`src/sv/bbac_pkg.sv`:
```
package bbac_pkg;

  localparam int LEVELS       = 8;
  localparam int MIN_SHIFT    = 5;
  localparam int PAGE_BYTES   = 4096;
  localparam int NUM_PAGES    = 16;
  localparam int HEADER_BYTES = 24;

  localparam int PAGE_UNITS = ((PAGE_BYTES >> MIN_SHIFT) != 0) ? (PAGE_BYTES >> MIN_SHIFT) : 1;
  localparam int NUM_UNITS  = NUM_PAGES * PAGE_UNITS;
  localparam int TOP        = LEVELS - 1;

  localparam int UNIT_W   = $clog2(NUM_UNITS);
  localparam int LVL_W    = $clog2(LEVELS);
  localparam int PAGE_W   = $clog2(NUM_PAGES);
  localparam int PG_SHIFT = $clog2(PAGE_UNITS);

  localparam int SIZE_W = 13;
  localparam int ADDR_W = 16;
  localparam int STAT_W = 2;
  localparam int TOT_W  = SIZE_W + 1;

  typedef enum logic {
    REQ_ALLOC = 1'b0,
    REQ_FREE  = 1'b1
  } req_t;

  typedef enum logic [STAT_W-1:0] {
    ST_OK        = 2'd0,
    ST_ZERO      = 2'd1,
    ST_TOO_LARGE = 2'd2,
    ST_EXHAUSTED = 2'd3
  } status_t;

  typedef struct packed {
    logic [LVL_W-1:0]  level;
    logic              alloc;
    logic              nv;
    logic              pv;
    logic [UNIT_W-1:0] next;
    logic [UNIT_W-1:0] prev;
  } hdr_t;

  typedef enum logic [4:0] {
    S_IDLE,
    S_DECODE,
    S_A_HDR,
    S_UL_N,
    S_UL_NW,
    S_UL_P,
    S_UL_PW,
    S_SPLIT,
    S_PU_W,
    S_PU_R,
    S_PU_M,
    S_F_HDR,
    S_F_LOOP,
    S_F_SIB,
    S_F_MRG,
    S_F_END,
    S_RESP
  } state_t;

  typedef enum logic [4:0] {
    OP_NONE,
    OP_LATCH,
    OP_SET_RES,
    OP_A_POP,
    OP_A_PAGE,
    OP_LOAD_LH,
    OP_UL_RDN,
    OP_UL_WRN,
    OP_UL_RDP,
    OP_UL_WRP,
    OP_UL_HEAD,
    OP_SPLIT,
    OP_PU_W,
    OP_PU_R,
    OP_PU_M,
    OP_A_FINAL,
    OP_F_START,
    OP_F_LOAD,
    OP_F_RDSIB,
    OP_F_MRG,
    OP_F_PAGE,
    OP_F_PUSH,
    OP_OUT
  } dp_op_t;

  typedef struct packed {
    logic is_free;
    logic size_zero;
    logic lv_ok;
    logic found;
    logic page_avail;
    logic free_ok;
    logic lh_nv;
    logic lh_pv;
    logic split_more;
    logic push_link;
    logic rd_alloc;
    logic sib_match;
    logic at_top;
    logic top_valid;
    logic out_busy;
  } dp_stat_t;

endpackage

```
`src/sv/bbac_ctrl.sv`:
```
module bbac_ctrl
  import bbac_pkg::*;
(
  input  logic     clk,
  input  logic     rst,
  input  logic     in_valid,
  output logic     in_ready,
  input  dp_stat_t st,
  output dp_op_t   op
);

  state_t state;
  state_t state_next;
  state_t ret_state;

  always_ff @(posedge clk) begin
    if (rst) begin
      state <= S_IDLE;
    end else begin
      state <= state_next;
    end
  end

  always_comb begin
    state_next = state;
    op         = OP_NONE;
    in_ready   = 1'b0;
    ret_state  = st.is_free ? S_F_MRG : S_SPLIT;
    unique case (state)
      S_IDLE: begin
        in_ready = 1'b1;
        if (in_valid) begin
          op         = OP_LATCH;
          state_next = S_DECODE;
        end
      end
      S_DECODE: begin
        if (st.is_free) begin
          if (st.free_ok) begin
            op         = OP_F_START;
            state_next = S_F_HDR;
          end else begin
            state_next = S_RESP;
          end
        end else if (st.size_zero || !st.lv_ok || (!st.found && !st.page_avail)) begin
          op         = OP_SET_RES;
          state_next = S_RESP;
        end else if (st.found) begin
          op         = OP_A_POP;
          state_next = S_A_HDR;
        end else begin
          op         = OP_A_PAGE;
          state_next = S_SPLIT;
        end
      end
      S_A_HDR: begin
        op         = OP_LOAD_LH;
        state_next = S_UL_N;
      end
      S_UL_N: begin
        if (st.lh_nv) begin
          op         = OP_UL_RDN;
          state_next = S_UL_NW;
        end else begin
          state_next = S_UL_P;
        end
      end
      S_UL_NW: begin
        op         = OP_UL_WRN;
        state_next = S_UL_P;
      end
      S_UL_P: begin
        if (st.lh_pv) begin
          op         = OP_UL_RDP;
          state_next = S_UL_PW;
        end else begin
          op         = OP_UL_HEAD;
          state_next = ret_state;
        end
      end
      S_UL_PW: begin
        op         = OP_UL_WRP;
        state_next = ret_state;
      end
      S_SPLIT: begin
        if (st.split_more) begin
          op         = OP_SPLIT;
          state_next = S_PU_W;
        end else begin
          op         = OP_A_FINAL;
          state_next = S_RESP;
        end
      end
      S_PU_W: begin
        op = OP_PU_W;
        if (st.push_link) begin
          state_next = S_PU_R;
        end else begin
          state_next = st.is_free ? S_RESP : S_SPLIT;
        end
      end
      S_PU_R: begin
        op         = OP_PU_R;
        state_next = S_PU_M;
      end
      S_PU_M: begin
        op         = OP_PU_M;
        state_next = st.is_free ? S_RESP : S_SPLIT;
      end
      S_F_HDR: begin
        if (st.rd_alloc) begin
          op         = OP_F_LOAD;
          state_next = S_F_LOOP;
        end else begin
          state_next = S_RESP;
        end
      end
      S_F_LOOP: begin
        if (st.at_top) begin
          state_next = S_F_END;
        end else begin
          op         = OP_F_RDSIB;
          state_next = S_F_SIB;
        end
      end
      S_F_SIB: begin
        if (st.sib_match) begin
          op         = OP_LOAD_LH;
          state_next = S_UL_N;
        end else begin
          state_next = S_F_END;
        end
      end
      S_F_MRG: begin
        op         = OP_F_MRG;
        state_next = S_F_LOOP;
      end
      S_F_END: begin
        if (st.at_top && st.top_valid) begin
          op         = OP_F_PAGE;
          state_next = S_RESP;
        end else begin
          op         = OP_F_PUSH;
          state_next = S_PU_W;
        end
      end
      S_RESP: begin
        if (!st.out_busy) begin
          op         = OP_OUT;
          state_next = S_IDLE;
        end
      end
      default: begin
        state_next = S_IDLE;
      end
    endcase
  end

endmodule

```
`config.mk`:
```
export PLATFORM = sky130hd
export DESIGN_NAME = bbac_ctrl
export DESIGN_NICKNAME = d
export VERILOG_FILES = /design/src/sv/bbac_pkg.sv /design/src/sv/bbac_ctrl.sv
export SDC_FILE = /design/constraint.sdc
export NUM_CORES = 1
export LEC_CHECK = 0
export BUFFER_PORTS_ARGS = -buffer_cell sky130_fd_sc_hd__buf_2
export CAP_MARGIN = 20
export CORE_MARGIN = 10
export CORE_UTILIZATION = 56
export DETAILED_ROUTE_END_ITERATION = 6
export PLACE_DENSITY = 0.9
export SYNTH_ARGS = -nofsm -noshare
export SYNTH_HDL_FRONTEND = slang
export SYNTH_SLANG_ARGS = --single-unit
```
`constraint.sdc`:
```
create_clock -name clk -period 2.22 [get_ports clk]
set_input_delay 0.333 -clock clk [delete_from_list [all_inputs] [get_ports clk]]
set_output_delay 0.333 -clock clk [all_outputs]
set_load 0.03 [all_outputs]
```
### Yosys cells after proc, flatten, opt, wreduce, memory -nomap -nowiden

Cells that the tools add are included.

| storage, ports and cells | value |
|---|---|
| input bits | 18 |
| bits in registers | 5 |
| output and inout port bits | 6 |
| logic and storage cells | 60 |

| operators by class | value |
|---|---|
| eq/ne operators | 18 |
| multiplexer cells | 32 |
| reductions and logical operators | 9 |

Operator list:

| kind | number |
|---|---|
| $pmux W5 S17 | 2 |
| $mux W5 | 15 |
| $eq A5 B4 Y1 const B | 8 |
| $eq A5 B3 Y1 const B | 4 |
| $mux W3 | 6 |
| $mux W4 | 3 |
| $eq A5 B2 Y1 const B | 2 |
| $eq A5 B1 Y1 const B | 1 |
| $eq A5 B5 Y1 const B | 1 |
| $logic_not A5 Y1 | 1 |
| $mux W1 | 4 |
| $mux W2 | 2 |
| $ne A2 B2 Y1 const B | 2 |
| $logic_not A1 Y1 | 3 |
| $logic_and A1 B1 Y1 | 2 |
| $logic_or A1 B1 Y1 | 2 |
| $reduce_and A2 Y1 | 1 |

### Depth between registers and ports, before layout

| logic depth | value |
|---|---|
| depth after elaboration | 6 |
| gate-level depth with buffers | 6 |
| mapped depth without buffers | 4 |

### Worst setup path after synthesis

OpenSTA, ideal clock, no wires.

| timing | value |
|---|---|
| path kind | register to output |
| start | register state[2] |
| end | output port op[2] |
| arrival time | 1.485 ns |
| required time | 1.887 ns |
| stages on the path, launching flop included | 6 |
| path buffers | 1 |
| path slack | 0.402 ns |
| cells stage by stage | dfxtp_1 buf_6 and4b_1 nand2_1 o311ai_1 or4_1 |

| between the ends | value |
|---|---|
| longest elaborated chain between the ends | 2 |
| elaborated cells on any way between the ends | 18 |
| those cells by class | eq/ne (16); mux (1); reduce/logical (1) |

Ends and longest elaborated chain:

| item | RTL line | source |
|---|---|---|
| from (decl) | bbac_ctrl.sv:12 | `state_t state;` |
| from (signal assigned) | bbac_ctrl.sv:20 | `state <= state_next;` |
| $eq A5 B5 Y1 (tied with other cells) | bbac_ctrl.sv:29 | `unique case (state)` |
| $pmux W5 S17 (*) | bbac_ctrl.sv:29 |  |
| to (decl) | bbac_ctrl.sv:9 | `output dp_op_t op` |

Mark *: on every way between the ends. The rest lies on a longest branch, timed or not.

### Worst setup path after layout

| timing | value |
|---|---|
| start | register state[1] |
| end | output port op[2] |

The elaborated chain is that of the path after synthesis.

==> key figures <==
Timing
  – Minimum clock period: 2.23 ns
  – Fmax: 0.448 GHz
  – Final slew viol count: 0
  – Final hold slack: 0.310 ns
  – Worst Skew: ~0.0034 ns
  – Final setup margin: -0.0125 ns
  – Slew Limit Headroom: between 50% and 60%
  – Worst slew pin tran: just over 0.6 ns
  – Final Hold Viols: 0
  – RSZ-0062 raised after global routing: no
  – Final setup violating endpoints: 1
  – Final period utilization: 101%
  – Setup TNS: -0.0125 ns

Logic synthesis
  – Synth top area share: between 10% and 20%
  – Synth area leader: dfxtp_1
  – Syn. warnings: 0
  – Post-synthesis cell type count: 58
  – Mapped Area: just under 900 sq um
  – Register area share after synthesis: between 10% and 20%
  – Mapped Cells: roughly 130
  – #FFs+latches synth: 5
  – Syn_nets: about 140
  – Ys flop type: dfxtp_1
  – Async SR Flop Fraction: 0%
  – Syn avg cell area: approximately 7.1 sq um
  – Post-synth EDFFs: 0
  – Area contributors post-synth: dfxtp_1 (11%), nand2_1 (4.3%), a21oi_1 (4.0%), nor2_1 (3.8%), buf_6 (3.8%)

Die
  – I/O Pins: 24
  – Die Wd: just under 60 microns
  – Core ar.: approximately 1500 sq um
  – Starting Density: about 59%
  – Row count: 14
  – DIE AREA: 3560 sq um
  – DIE HEIGHT: ~60 microns

Power
  – Peak VDD IR: approximately 0.64 mV
  – Pwr Density: between 1000 and 1500 nW/um^2
  – Leak pwr: between 0.4 and 0.5 nW
  – Total power draw: approximately 1.1 mW

Status
  – Status: complete, but fails checks
  – Violated checks: setup timing

Critical path
  – Critical Path RT: between 1.5 and 2 ns
  – Critical path type: flip-flop to output pin
  – Crit end category: output pin
  – Arrival time at the worst endpoint: approximately 1.9 ns
  – Startpoint types: flip-flop
  – Crit Path Max Fanout: 11

Clock network
  – CTS Hold Bufs: 0
  – CTS tree: built
  – Worst-path clk slew: 0.04 ns
  – Root Buffer: clkbuf_4
  – Clk_lat worst skew: 0.26 ns
  – CTS sink cnt: 5
  – CTS Buf Count: 3
  – Deepest clock path buffer count: 2
  – H-tree depth: 1

Global route
  – Vias in the first global route: around 1100
  – Largest net degree at the start of global routing: 14
  – Initial antenna violation count: 0
  – Global route overflow: 0
  – Total GRT Usage: a little under a fifth
  – Global-route wire length before repair: 5150 microns

Finish
  – Max reg flops: 5
  – Largest Register: state
  – Most frequent cells in the layout: buf_2 (22), buf_4 (12), nand2_1 (10), nor2_1 (9), a21oi_1 (7)
  – Finished Cell Area: roughly 1100 sq um
  – Commonest non-fill, non-tap cell in the layout: buf_2
  – Top flop regs: state x5
  – Share of cells above drive strength 1: approximately a third
  – Layout Nets: around 170
  – Synth-to-layout area growth: 22.3%
  – Finished Layout Cells: 170
  – Ant diodes: 0
  – Post-layout util: between 70% and 80%

Flow run
  – Max-cap violations: 0

Place
  – Dpl ws: approximately 0.21 ns
  – Placed cells: around 170
  – DP HPWL: about 2600 microns
  – Port buffer count: 23
  – Gpl congestion: 1.02
  – Dpl cell area: roughly 1000 sq um

Drt
  – Routed Antenna Nets: 0
  – DR WL met3: about 480 microns
  – Max Used Layer: met4
  – Routed met1 length: 1190 microns
  – DRT iter0 DRCs: 79
  – Drt pass-1 iters: 5
  – DR WL/cell: 19.0 microns
  – Routed WL: between 3000 and 4000 microns
  – Via count: 1205
  – Number of remaining DRC errors: 0
  – Vias per cell: 7.09
  – Met2 wire len: 1450 microns

Worst hold path
  – Worst hold path class: primary input to flip-flop
==> timing repair <==
item                                    4_1_cts  5_1_grt
setup buffers                                 1        0
endpoints found under the setup margin        2        3
cloned                                        0        0
pin swaps                                     2        0
gates resized for setup                       6        2
==> cell type report <==
cell class,instances,area (sq um)
Fill cell,114,428
Inverter,8,30.0
Multi-Input combinational cell,102,684
Timing Repair Buffer,35,211
Clock buffer,4,26.3
Sequential cell,5,106
Tap cell,16,20.0
==> cell usage after synthesis, types with 2 or more instances <==
| library cell | number |
|---|---|
| buf_4 | 2 |
| and4b_1 | 2 |
| and3_1 | 2 |
| a311o_1 | 2 |
| dfxtp_1 | 5 |
| inv_1 | 6 |
| o22ai_1 | 2 |
| a31oi_1 | 4 |
| o21ai_0 | 4 |
| nand3b_1 | 2 |
| inv_2 | 2 |
| buf_2 | 2 |
| nand3_1 | 4 |
| nor4b_1 | 2 |
| nor2b_1 | 5 |
| buf_6 | 3 |
| nand2b_1 | 5 |
| nor4_1 | 2 |
| o32a_1 | 2 |
| nor2_1 | 9 |
| o21ai_1 | 3 |
| nand2_1 | 10 |
| nor3b_1 | 4 |
| a21oi_1 | 7 |
==> power by group <==
group          switching (mW)  leakage, nW  internal [mW]
Combinational           0.495        0.405          0.325
Sequential             0.0670       0.0430          0.121
Clock                  0.0412       0.0150         0.0682
==> final timing paths <==
path                                            start                    end  slack (ns)  depth (start not counted)
worst min-delay path                              rst  state[4]$_SDFFE_PP0P_        0.31                          2
worst min register to register  state[3]$_SDFFE_PP0P_  state[1]$_SDFFE_PP0P_        0.70                          2
worst max register to register  state[0]$_SDFFE_PP0P_  state[0]$_SDFFE_PP0P_        0.54                          5
worst max-delay path            state[1]$_SDFFE_PP0P_                  op[2]       -0.01                          5
==> metal layers <==
| metal | global-route usage (%) | vias up |
|---|---|---|
| li1 | - | 538 |
| met1 | 21.8 | 543 |
| met2 | 28.8 | 110 |
| met3 | 7.42 | 14 |
| met4 | 6.73 | 0 |
| met5 | 0 | - |
==> worst max-delay path: stages, from the launching register on <==
cell     delay, ns
dfxtp_2       0.35
buf_4         0.18
or3_1         0.40
nor4_1        0.36
or4_1         0.21
buf_6         0.13
==> cells by family after synthesis <==
family / after synthesis / share of synthesized area [%]
AOI/OAI and AO/OA: 44 / 36.9
buffers and inverters: 18 / 11.5
DFF: 5 / 11.3
and+or+nand+nor: 57 / 39.3
xor gates and xnor gates: 1 / 0.993
Power figures use the tool's default switching activity.
